`src/bst_pkg.sv`:
```
`default_nettype none

package bst_pkg;

    localparam int CAPACITY   = 64;
    localparam int ELEM_BITS  = 16;
    localparam int CNT_W      = $clog2(CAPACITY + 1);
    localparam int PRE_LEVELS = $clog2(CAPACITY);

    // Widths of the stream fields; these are fixed by the port layout.
    localparam int IN_ELEM_W  = 16;
    localparam int OP_W       = 2;
    localparam int OUT_CNT_W  = 7;
    localparam int OUT_DATA_W = 16;

    typedef logic [ELEM_BITS-1:0] elem_t;
    typedef logic [CNT_W-1:0]     count_t;

    typedef enum logic [OP_W-1:0] {
        OP_CLEAR  = 2'd0,
        OP_INSERT = 2'd1,
        OP_DELETE = 2'd2,
        OP_QUERY  = 2'd3
    } op_t;

    typedef enum logic [1:0] {
        ST_IDLE,
        ST_CMP,
        ST_UPD
    } state_t;

    // Per-cell update controls.
    typedef struct packed {
        logic load_new;
        logic shift;
    } cell_ctl_t;

    // Result transaction, highest bit first.
    typedef struct packed {
        logic [OUT_DATA_W-12:0] pad;
        logic                   now_full;
        logic                   now_empty;
        logic [OUT_CNT_W-1:0]   element_count;
        logic                   status;
        logic                   was_member;
    } result_t;

endpackage

`default_nettype wire

```
`src/bst_cell.sv`:
```
`default_nettype none

module bst_cell (
    input  logic                  aclk,
    input  logic                  cmp_en,
    input  logic                  occupied,
    input  bst_pkg::elem_t        key,
    input  bst_pkg::cell_ctl_t    ctl,
    input  bst_pkg::elem_t        right_data,
    output bst_pkg::elem_t        data,
    output logic                  hit
);
    import bst_pkg::*;

    elem_t data_reg, data_next;
    logic  hit_reg, hit_next;

    always_comb begin
        data_next = data_reg;
        if (ctl.load_new) begin
            data_next = key;
        end else if (ctl.shift) begin
            data_next = right_data;
        end
    end

    // Only entries below the count may match.
    always_comb begin
        hit_next = hit_reg;
        if (cmp_en) begin
            hit_next = occupied && (data_reg == key);
        end
    end

    always_ff @(posedge aclk) begin
        data_reg <= data_next;
        hit_reg  <= hit_next;
    end

    assign data = data_reg;
    assign hit  = hit_reg;

endmodule

`default_nettype wire

```
`src/bounded_set_table.sv`:
```
`default_nettype none
// Channel  | Ports                       | Contents
// ---------+-----------------------------+--------------------------------------------
// input    | s_tvalid s_tready s_tdata   | tuser: operation; tdata: element
//          | s_tuser                     |
// result   | m_tvalid m_tready m_tdata   | was_member, status, count, empty, full
//
// Each transaction passes three steps: accept, per-cell compare (registered hit),
// then prefix-OR of hits and update of the cell chain plus result load; a new one is accepted only back in idle.
// m_tvalid rises at the edge that leaves the update step; while the result waits on m_tready
// the next transaction is accepted and held at the update step until the slot frees.
// Reset clears the count and control; cell contents are left as they are.

module bounded_set_table (
    input  logic                          aclk,
    input  logic                          aresetn,
    input  logic                          s_tvalid,
    output logic                          s_tready,
    input  logic [bst_pkg::IN_ELEM_W-1:0] s_tdata,   // [15:0] element
    input  logic [bst_pkg::OP_W-1:0]      s_tuser,   // [1:0] operation
    output logic                          m_tvalid,
    input  logic                          m_tready,
    output logic [bst_pkg::OUT_DATA_W-1:0] m_tdata   // [0] was_member, [1] status,
                                                      // [8:2] element_count,
                                                      // [9] now_empty, [10] now_full
);
    import bst_pkg::*;

    state_t  state_reg, state_next;
    op_t     op_reg, op_next;
    elem_t   elem_reg, elem_next;
    count_t  count_reg, count_next;
    result_t res_reg, res_next;
    logic    m_tvalid_reg, m_tvalid_next;

    logic cmp_en;
    logic upd_go;
    logic accept;

    elem_t     cell_data [CAPACITY];
    logic      [CAPACITY-1:0] hit_vec;
    logic      [CAPACITY-1:0] occ_vec;
    logic      [CAPACITY-1:0] pre_vec;
    cell_ctl_t cell_ctl  [CAPACITY];

    logic member;
    logic is_full;
    logic do_insert;
    logic do_delete;

    // ---------------- cell chain ----------------
    for (genvar i = 0; i < CAPACITY; i++) begin : g_cell
        elem_t right;
        if (i == CAPACITY - 1) begin : g_last
            assign right = cell_data[i];
        end else begin : g_mid
            assign right = cell_data[i+1];
        end

        assign occ_vec[i] = CNT_W'(i) < count_reg;
        assign cell_ctl[i].load_new = do_insert && (count_reg == CNT_W'(i));
        assign cell_ctl[i].shift    = do_delete && pre_vec[i];

        bst_cell u_cell (
            .aclk       (aclk),
            .cmp_en     (cmp_en),
            .occupied   (occ_vec[i]),
            .key        (elem_reg),
            .ctl        (cell_ctl[i]),
            .right_data (right),
            .data       (cell_data[i]),
            .hit        (hit_vec[i])
        );
    end

    // Inclusive prefix-OR: set from the matching cell upward.
    always_comb begin
        pre_vec = hit_vec;
        for (int lvl = 0; lvl < PRE_LEVELS; lvl++) begin
            pre_vec = pre_vec | (pre_vec << (1 << lvl));
        end
    end

    assign member    = pre_vec[CAPACITY-1];
    assign is_full   = (count_reg == CNT_W'(CAPACITY));
    assign upd_go    = (state_reg == ST_UPD) && (!m_tvalid_reg || m_tready);
    assign do_insert = upd_go && (op_reg == OP_INSERT) && !member && !is_full;
    assign do_delete = upd_go && (op_reg == OP_DELETE) && member;

    // ---------------- sequencer ----------------
    always_comb begin
        state_next = state_reg;
        unique case (state_reg)
            ST_IDLE: begin
                if (s_tvalid) state_next = ST_CMP;
            end
            ST_CMP: begin
                state_next = ST_UPD;
            end
            ST_UPD: begin
                if (upd_go) state_next = ST_IDLE;
            end
            default: state_next = ST_IDLE;
        endcase
    end

    always_comb begin
        s_tready = 1'b0;
        cmp_en   = 1'b0;
        unique case (state_reg)
            ST_IDLE: s_tready = 1'b1;
            ST_CMP:  cmp_en   = 1'b1;
            ST_UPD:  ;
            default: ;
        endcase
    end

    assign accept = s_tvalid && s_tready;

    // ---------------- datapath ----------------
    always_comb begin
        op_next   = op_reg;
        elem_next = elem_reg;
        if (accept) begin
            op_next   = op_t'(s_tuser);
            elem_next = elem_t'(s_tdata);
        end
    end

    always_comb begin
        count_next = count_reg;
        if (upd_go) begin
            if (op_reg == OP_CLEAR) begin
                count_next = '0;
            end else if (do_insert) begin
                count_next = count_reg + CNT_W'(1);
            end else if (do_delete) begin
                count_next = count_reg - CNT_W'(1);
            end
        end
    end

    always_comb begin
        res_next      = res_reg;
        m_tvalid_next = m_tvalid_reg;
        if (m_tready) begin
            m_tvalid_next = 1'b0;
        end
        if (upd_go) begin
            m_tvalid_next          = 1'b1;
            res_next.pad           = '0;
            res_next.was_member    = (op_reg != OP_CLEAR) && member;
            res_next.status        = (op_reg == OP_INSERT) && !member && is_full;
            res_next.element_count = OUT_CNT_W'(count_next);
            res_next.now_empty     = (count_next == '0);
            res_next.now_full      = (count_next == CNT_W'(CAPACITY));
        end
    end

    always_ff @(posedge aclk) begin
        if (!aresetn) begin
            state_reg    <= ST_IDLE;
            count_reg    <= '0;
            m_tvalid_reg <= 1'b0;
        end else begin
            state_reg    <= state_next;
            count_reg    <= count_next;
            m_tvalid_reg <= m_tvalid_next;
        end
    end

    always_ff @(posedge aclk) begin
        op_reg   <= op_next;
        elem_reg <= elem_next;
        res_reg  <= res_next;
    end

    assign m_tvalid = m_tvalid_reg;
    assign m_tdata  = res_reg;

    // ---------------- checks ----------------
    a_count_bound: assert property (@(posedge aclk) disable iff (!aresetn)
        count_reg <= CNT_W'(CAPACITY))
        else $error("count above capacity");

    a_result_follows_update: assert property (@(posedge aclk) disable iff (!aresetn)
        upd_go |=> m_tvalid_reg)
        else $error("update without result");

    a_reject_only_full: assert property (@(posedge aclk) disable iff (!aresetn)
        (m_tvalid_reg && res_reg.status) |-> res_reg.now_full)
        else $error("reject while not full");

    a_count_step: assert property (@(posedge aclk) disable iff (!aresetn)
        (upd_go && op_reg != OP_CLEAR) |=>
            (count_reg == $past(count_reg) ||
             count_reg == $past(count_reg) + CNT_W'(1) ||
             count_reg == $past(count_reg) - CNT_W'(1)))
        else $error("count moved by more than one");

    a_insert_no_delete: assert property (@(posedge aclk) disable iff (!aresetn)
        !(do_insert && do_delete))
        else $error("insert and delete together");

endmodule

`default_nettype wire

```
`config.mk`:
```
export PLATFORM = sky130hd
export DESIGN_NAME = bounded_set_table
export DESIGN_NICKNAME = d
export VERILOG_FILES = /design/src/bst_pkg.sv /design/src/bst_cell.sv /design/src/bounded_set_table.sv
export SDC_FILE = /design/constraint.sdc
export NUM_CORES = 2
export LEC_CHECK = 0
export ABC_CLOCK_PERIOD_IN_PS = 10550
export BUFFER_PORTS_ARGS = -buffer_cell sky130_fd_sc_hd__buf_2
export CAP_MARGIN = 30
export CORE_UTILIZATION = 45
export CTS_CLUSTER_DIAMETER = 50
export DETAILED_ROUTE_END_ITERATION = 8
export HOLD_SLACK_MARGIN = 0.1
export PLACE_DENSITY = 0.59
export SLEW_MARGIN = 20
export SYNTH_ARGS = -nofsm -noshare
export SYNTH_HDL_FRONTEND = slang
export SYNTH_SLANG_ARGS = --single-unit
```
`constraint.sdc`:
```
create_clock -name aclk -period 10.55 [get_ports aclk]
set_input_delay 1.055 -clock aclk [delete_from_list [all_inputs] [get_ports aclk]]
set_output_delay 1.055 -clock aclk [all_outputs]
set_load 0.05 [all_outputs]
```
=== Word level (Yosys, flattened, before mapping) ===
Cells that the tools add are included.
Widths: inputs -> output; s select.

* Add/sub/neg operators: 2
* Magnitude comparators: 64
* Equal/unequal tests: 135
* Muxes and demuxes: 137
* Bitwise logic cells: 6
* Reduce and logical (&&, ||, !) cells: 275

{| class="wikitable"
|+ Operators with widths
! operator !! count
|-
| $mux 16 || 126
|-
| $eq 16x16->1 || 64
|-
| $or 64x64->64 || 6
|-
| $eq 7x6->1 const B || 32
|-
| $lt 6x7->1 const A || 32
|-
| $logic_and 1x1->1 || 201
|-
| $reduce_bool 2->1 || 65
|-
| $eq 7x5->1 const B || 16
|-
| $lt 5x7->1 const A || 16
|-
| $eq 7x4->1 const B || 8
|-
| $lt 4x7->1 const A || 8
|-
| $eq 7x3->1 const B || 4
|-
| $lt 3x7->1 const A || 4
|-
| $mux 7 || 4
|-
| $eq 7x2->1 const B || 2
|-
| $eq 7x7->1 const B || 2
|-
| $logic_not 7->1 || 2
|-
| $lt 1x7->1 const A || 2
|-
| $lt 2x7->1 const A || 2
|-
| $add 7x1->7 const B || 1
|-
| $eq 7x1->1 const B || 1
|-
| $sub 7x1->7 const B || 1
|-
| $pmux 2 s3 || 1
|-
| $eq 2x1->1 const B || 2
|-
| other kinds (8) || 17
|}

* Register bits after elaboration: 1127
* Bits of input ports: 22
* Output and inout bits: 18
* Logic and storage cells: 757

=== Logic depth before layout (Yosys ltp) ===
* Word-level depth: 13
* Mapped depth: 12
* Depth with buffers taken out: 10

=== Modules after synthesis ===
Synthesis repeated with hierarchy kept, for this count alone.

* Cells, all modules: 4220
* Area total of the unflattened synthesis: 60384.2 µm²

{| class="wikitable"
|+ By module, submodules not included
! module !! instances !! cells an instance !! area each (µm²) !! sequential area each (µm²)
|-
| bst_cell || 64 || 58 || 888.4 || 510.5
|-
| bounded_set_table || 1 || 508 || 3529.6 || 1071.0
|}

=== Worst setup path before layout ===
OpenSTA, ideal clock, no wires.

* Path kind: input to register
* Start point: input m_tready
* End point: register g_cell[20].u_cell.data_reg[0], enable pin
* Setup time: 465 ps
* Arrival time: 3726 ps
* Required time: 10085 ps
* Path slack: 6359 ps
* Stages on the path: 12
* Buffers on the path: 4
* Cell sequence: nand2b_1 > nand2b_1 > clkbuf_1 > inv_1 > and4b_1 > and3_1 > clkbuf_1 > and3_1 > clkbuf_1 > nand2_1 > clkbuf_1 > o21ai_0

* Word-level cells in the longest chain between the ends: 7
* Elaborated cells between the ends (all ways): 10
* Classes of those cells: reduce/logical: 10

{| class="wikitable"
|+ RTL lines
! what !! RTL line !! source
|-
| from (decl) || bounded_set_table.sv:22 || <nowiki>input logic m_tready,</nowiki>
|-
| $logic_or 1x1->1 (*) || bounded_set_table.sv:86 || <nowiki>assign upd_go = (state_reg == ST_UPD) && (!m_tvalid_reg || m_tready);</nowiki>
|-
| $logic_and 1x1->1 (*) || bounded_set_table.sv:86 ||
|-
| $logic_and 1x1->1 (3 in a row) || bounded_set_table.sv:87 || <nowiki>assign do_insert = upd_go && (op_reg == OP_INSERT) && !member && !is_full;</nowiki>
|-
| $logic_and 1x1->1 || bounded_set_table.sv:61 || <nowiki>assign cell_ctl[i].load_new = do_insert && (count_reg == CNT_W'(i));</nowiki>
|-
| $reduce_bool 2->1 (no source line) (*) || - ||
|-
| to (signal assigned) || bst_cell.sv:36 || <nowiki>data_reg <= data_next;</nowiki>
|-
| to (decl) || bst_cell.sv:15 || <nowiki>elem_t data_reg, data_next;</nowiki>
|}

Every way passes the cells marked *; elsewhere a longest branch is shown, timed or not.
A chain may end at the register's enable or synchronous reset.

=== Worst setup path after layout ===
* Start point: register g_cell[0].u_cell.hit_reg
* End point: register g_cell[4].u_cell.data_reg[11], enable pin

* Word-level cells in the longest chain between the ends: 11
* Elaborated cells between the ends (all ways): 13
* Classes of those cells: bitwise: 6; reduce/logical: 7

{| class="wikitable"
|+ RTL lines
! what !! RTL line !! source
|-
| from (decl) || bst_cell.sv:16 || <nowiki>logic hit_reg, hit_next;</nowiki>
|-
| from (signal assigned) || bst_cell.sv:37 || <nowiki>hit_reg <= hit_next;</nowiki>
|-
| $or 64x64->64 (*) (6 in a row) || bounded_set_table.sv:80 || <nowiki>pre_vec = pre_vec | (pre_vec << (1 << lvl));</nowiki>
|-
| $logic_not 1->1 || bounded_set_table.sv:87 ||
|-
| $logic_and 1x1->1 (2 in a row) || bounded_set_table.sv:87 ||
|-
| $logic_and 1x1->1 || bounded_set_table.sv:61 ||
|-
| $reduce_bool 2->1 (no source line) (*) || - ||
|-
| to (signal assigned) || bst_cell.sv:36 ||
|-
| to (decl) || bst_cell.sv:15 ||
|}

Marked as above.

==> Implementation_results.wiki <==
{| class="wikitable"
! Metric !! Value
|-
| TritonCTS clock tree || yes
|-
| VDD IR-drop max || 0.09996 mV
|-
| Fraction of met1 tracks used by global routing || 0.3320
|-
| Arrival time of the worst setup path || 5970 ps
|-
| Initial antenna violation count || 6
|-
| Setup tns final || 0 ps
|-
| Number of flip-flops under the largest register name || around 1000
|-
| Internal cell power || slightly above 8 mW
|-
| Fraction of post-synthesis cell area in the top cell type by area || 0.5601
|-
| Comb pwr share || 0.059
|-
| Post CTS Setup Buffer Count || 0
|-
| Final antenna-violating net count || 0
|-
| I/O Pins || 40
|-
| Warnings from Yosys || 0
|-
| Residual overflow from global routing || 0
|-
| Clock period minus worst slack || approximately 5600 ps
|-
| DR WL/cell || between 20 and 30 µm
|-
| Starting utilization of the core area || 0.4544
|-
| Area of the die || between 100000 and 150000 µm²
|-
| DR vias || 34650
|-
| Synth cell types || 58
|-
| Vertical die dimension || between 300 and 400 µm
|-
| Setup repair after global routing missed its margin || no
|-
| Count of nets after finishing || roughly 4300
|-
| Status || finished clean
|-
| Fraction of registers with async set/reset || 0
|-
| Fraction of the cycle the final worst path needs || 0.5261
|-
| Transition at the pin with the smallest max-transition slack || 994.5 ps
|-
| Switching portion of total power || 0.2329
|-
| Share of cells above drive strength 1 || 0.3160
|-
| Most common cell after layout, fill and taps aside || sky130_fd_sc_hd__edfxtp_1
|-
| Leading cell types in the layout, fill and taps excluded || sky130_fd_sc_hd__edfxtp_1 (1117), sky130_fd_sc_hd__mux2_2 (999), sky130_fd_sc_hd__xor2_1 (524), sky130_fd_sc_hd__xnor2_1 (502), sky130_fd_sc_hd__nor4_1 (172)
|-
| Type of element launching the critical path || flop
|-
| Standard cell with the maximum stage delay on the critical path || sky130_fd_sc_hd__nand2_1
|-
| Worst-path clk slew || ~60 ps
|-
| Final Slew Violations || 0
|-
| Clock network fraction of total power || 0.470
|-
| Antenna Diode Count || 0
|-
| Worst slew margin relative to its limit || 0.3356
|-
| Number of setup violations in the final report || 0
|-
| Maximum clock skew at final layout || between 20 and 25 ps
|-
| CTS resizes || 0
|-
| Fmax || 180.2 MHz
|-
| Number of enable-type register cells in the synthesized netlist || about 1100
|-
| Post-synthesis to final-layout area growth || 11.36%
|-
| Wirelength, routed || between 150000 and 200000 µm
|-
| Category of the critical setup timing path || flop to flop
|-
| Share of total power in sequential cells || 0.472
|-
| Worst skew pair latency || between 700 and 800 ps
|-
| Bufs on Longest Clock Path || 3
|-
| Met2 Usage GRT || 0.3826
|-
| Worst min-delay path category || input port to flop
|-
| Global router's overall resource usage || 0.2391
|-
| Number of instances in the placed design || roughly 5800
|-
| Endpoint type of the worst setup path || flop
|-
| Setup slack, reg-to-reg || 5000 ps
|-
| Leakage || between 20 and 25 nW
|-
| Half-perimeter wire length after placement || around 110000 µm
|-
| Hold buffer count at CTS || 0
|-
| Top post-synthesis cells by area || sky130_fd_sc_hd__edfxtp_1 (56%), sky130_fd_sc_hd__mux2_2 (19%), sky130_fd_sc_hd__xor2_1 (7.7%)
|-
| Largest area contributor in the netlist || sky130_fd_sc_hd__edfxtp_1
|-
| Synthesized instance count || around 4300
|-
| TritonCTS Sinks || between 1000 and 1500
|-
| Wire length of the first global-routing pass || approximately 240000 µm
|-
| Clock root buffer || sky130_fd_sc_hd__clkbuf_16
|-
| Most used flip-flop cell after synthesis || sky130_fd_sc_hd__edfxtp_1
|-
| Placer congestion estimate || about 0.87
|-
| Port bufs || 34
|-
| Number of design rule violations left after detail routing || 0
|-
| Fill cell count || between 10000 and 15000
|-
| Largest stage delay, worst path || roughly 740 ps
|-
| Core Box Area || 131800 µm²
|-
| CP max FO || 21
|-
| First-pass iteration count of the detailed router || 5
|-
| Number of synthesized register bits || 1127
|-
| Series of cell instances along the critical path || or4_1, or4_1, buf_4, nor4_4, and3_1, buf_4, and3_1, nand2_1, nand2_1
|-
| Vias per std cell || about 5.7
|-
| Required time at the worst-slack endpoint || about 11000 ps
|-
| Mapped cell area || ~60000 µm²
|-
| Die Span X || approximately 370 µm
|-
| H-tree depth || 4
|-
| Pin count of the biggest net entering global routing || 100
|-
| Met3 routing resource usage after global routing || 0.03645
|-
| Seq/Total Area, Yosys || 0.5635
|-
| Net switching power || around 2.4 mW
|-
| First DRT Iteration DRCs || about 2700
|-
| Number of buffers created by CTS || ~150
|-
| Count of standard-cell rows || around 130
|-
| Vias in the first global route || 36230
|-
| GRT busiest layer || met2
|-
| PD cells || between 150 and 200 nW/µm²
|-
| Number of violations of the max-capacitance limit || 0
|-
| Final standard cell count with taps included and fillers excluded || slightly above 6000
|-
| Post-synthesis average cell area || roughly 14 µm²
|-
| Hold Violations, Final || 0
|}
per-stage QoR:
stage	setup slack [ps]	power (mW)	hold WS, ps	instance area, µm²	util
after global placement	5061	5.649	534.1	61800	0.4689
after CTS	4936	10.57	381.8	66610	0.5054
after global routing	4779	10.78	409.4	66690	0.5060
after detailed placement	4941	5.652	542.2	61850	0.4693
after floorplan	6359	5.445	424.4	59900	-
final	4999	10.49	438.0	66690	0.5060
Yosys cell counts, types with 8 or more instances:
master	number
sky130_fd_sc_hd__edfxtp_1	1117
sky130_fd_sc_hd__mux2_2	999
sky130_fd_sc_hd__xor2_1	524
sky130_fd_sc_hd__xnor2_1	502
sky130_fd_sc_hd__clkbuf_1	234
sky130_fd_sc_hd__nor4_1	172
sky130_fd_sc_hd__nand4_1	146
sky130_fd_sc_hd__nand2_1	128
sky130_fd_sc_hd__buf_1	79
sky130_fd_sc_hd__nand3_1	63
sky130_fd_sc_hd__o21ai_0	47
sky130_fd_sc_hd__nor2_1	45
sky130_fd_sc_hd__nor3_1	34
sky130_fd_sc_hd__buf_2	16
sky130_fd_sc_hd__a211oi_1	13
sky130_fd_sc_hd__a21oi_1	13
sky130_fd_sc_hd__and2_1	13
sky130_fd_sc_hd__o2111ai_1	13
sky130_fd_sc_hd__or3_1	13
sky130_fd_sc_hd__dfxtp_1	10
sky130_fd_sc_hd__mux2_1	9
sky130_fd_sc_hd__or2_2	9
sky130_fd_sc_hd__and3_1	8
sky130_fd_sc_hd__or4_1	8
worst max-delay path: cells and delay by family, from the launching register on:
family,cells,cell delay (ps)
and+or+nand+nor,7,4100
DFF,1,410
buffers and inverters,2,620
layer usage:
| layer | vias to the layer above | wire, µm |
|---|---|---|
| li1 | 15870 | - |
| met1 | 17590 | 73360 |
| met2 | 931 | 74770 |
| met3 | 261 | 7955 |
| met4 | 2 | 4644 |
| met5 | - | 13 |
final cells by class:
type	instances	area (µm²)	share of cell area
clock inverters	94	934.6	0.01402
well taps	1755	2196	0.03293
flip-flops and latches	1127	33740	0.5060
inverters	7	26.28	0.0003940
repair buffers	128	1079	0.01617
multi-input cells	2826	24880	0.3731
clock buffers	173	3829	0.05741
power by group through the flow:
stage	Sequential (mW)	Clock (mW)	Combinational, mW
CTS	4.95	5.01	0.616
finish	4.95	4.93	0.615
floorplan	5.03	0	0.415
detailed placement	5.04	0	0.612
global route	4.95	5.17	0.657
global placement	5.04	0	0.609
logic make-up (layout without fill, tap and decap cells):
| logic type | after synthesis | after routing | synth area share |
|---|---|---|---|
| AOI/OAI and AO/OA | 116 | 116 | 0.01260 |
| and+or+nand+nor | 666 | 666 | 0.06118 |
| DFF | 1127 | 1127 | 0.5635 |
| adders and majority gates | 5 | 5 | 0.001045 |
| buffers and inverters | 341 | 402 | 0.02202 |
| other | 1 | 5 | 0.00006262 |
| muxes | 1008 | 1008 | 0.1896 |
| xor gates and xnor gates | 1026 | 1026 | 0.1501 |
final timing paths:
path | startpoint | to | depth (start not counted)
min | s_tdata[12] | elem_reg[12] | 1
max | g_cell[0].u_cell.hit | g_cell[4].u_cell.data[11] | 9
min reg2reg | m_tvalid | m_tvalid | 2
max reg2reg | g_cell[0].u_cell.hit | g_cell[4].u_cell.data[11] | 9
(Power assumes the default switching activity.)
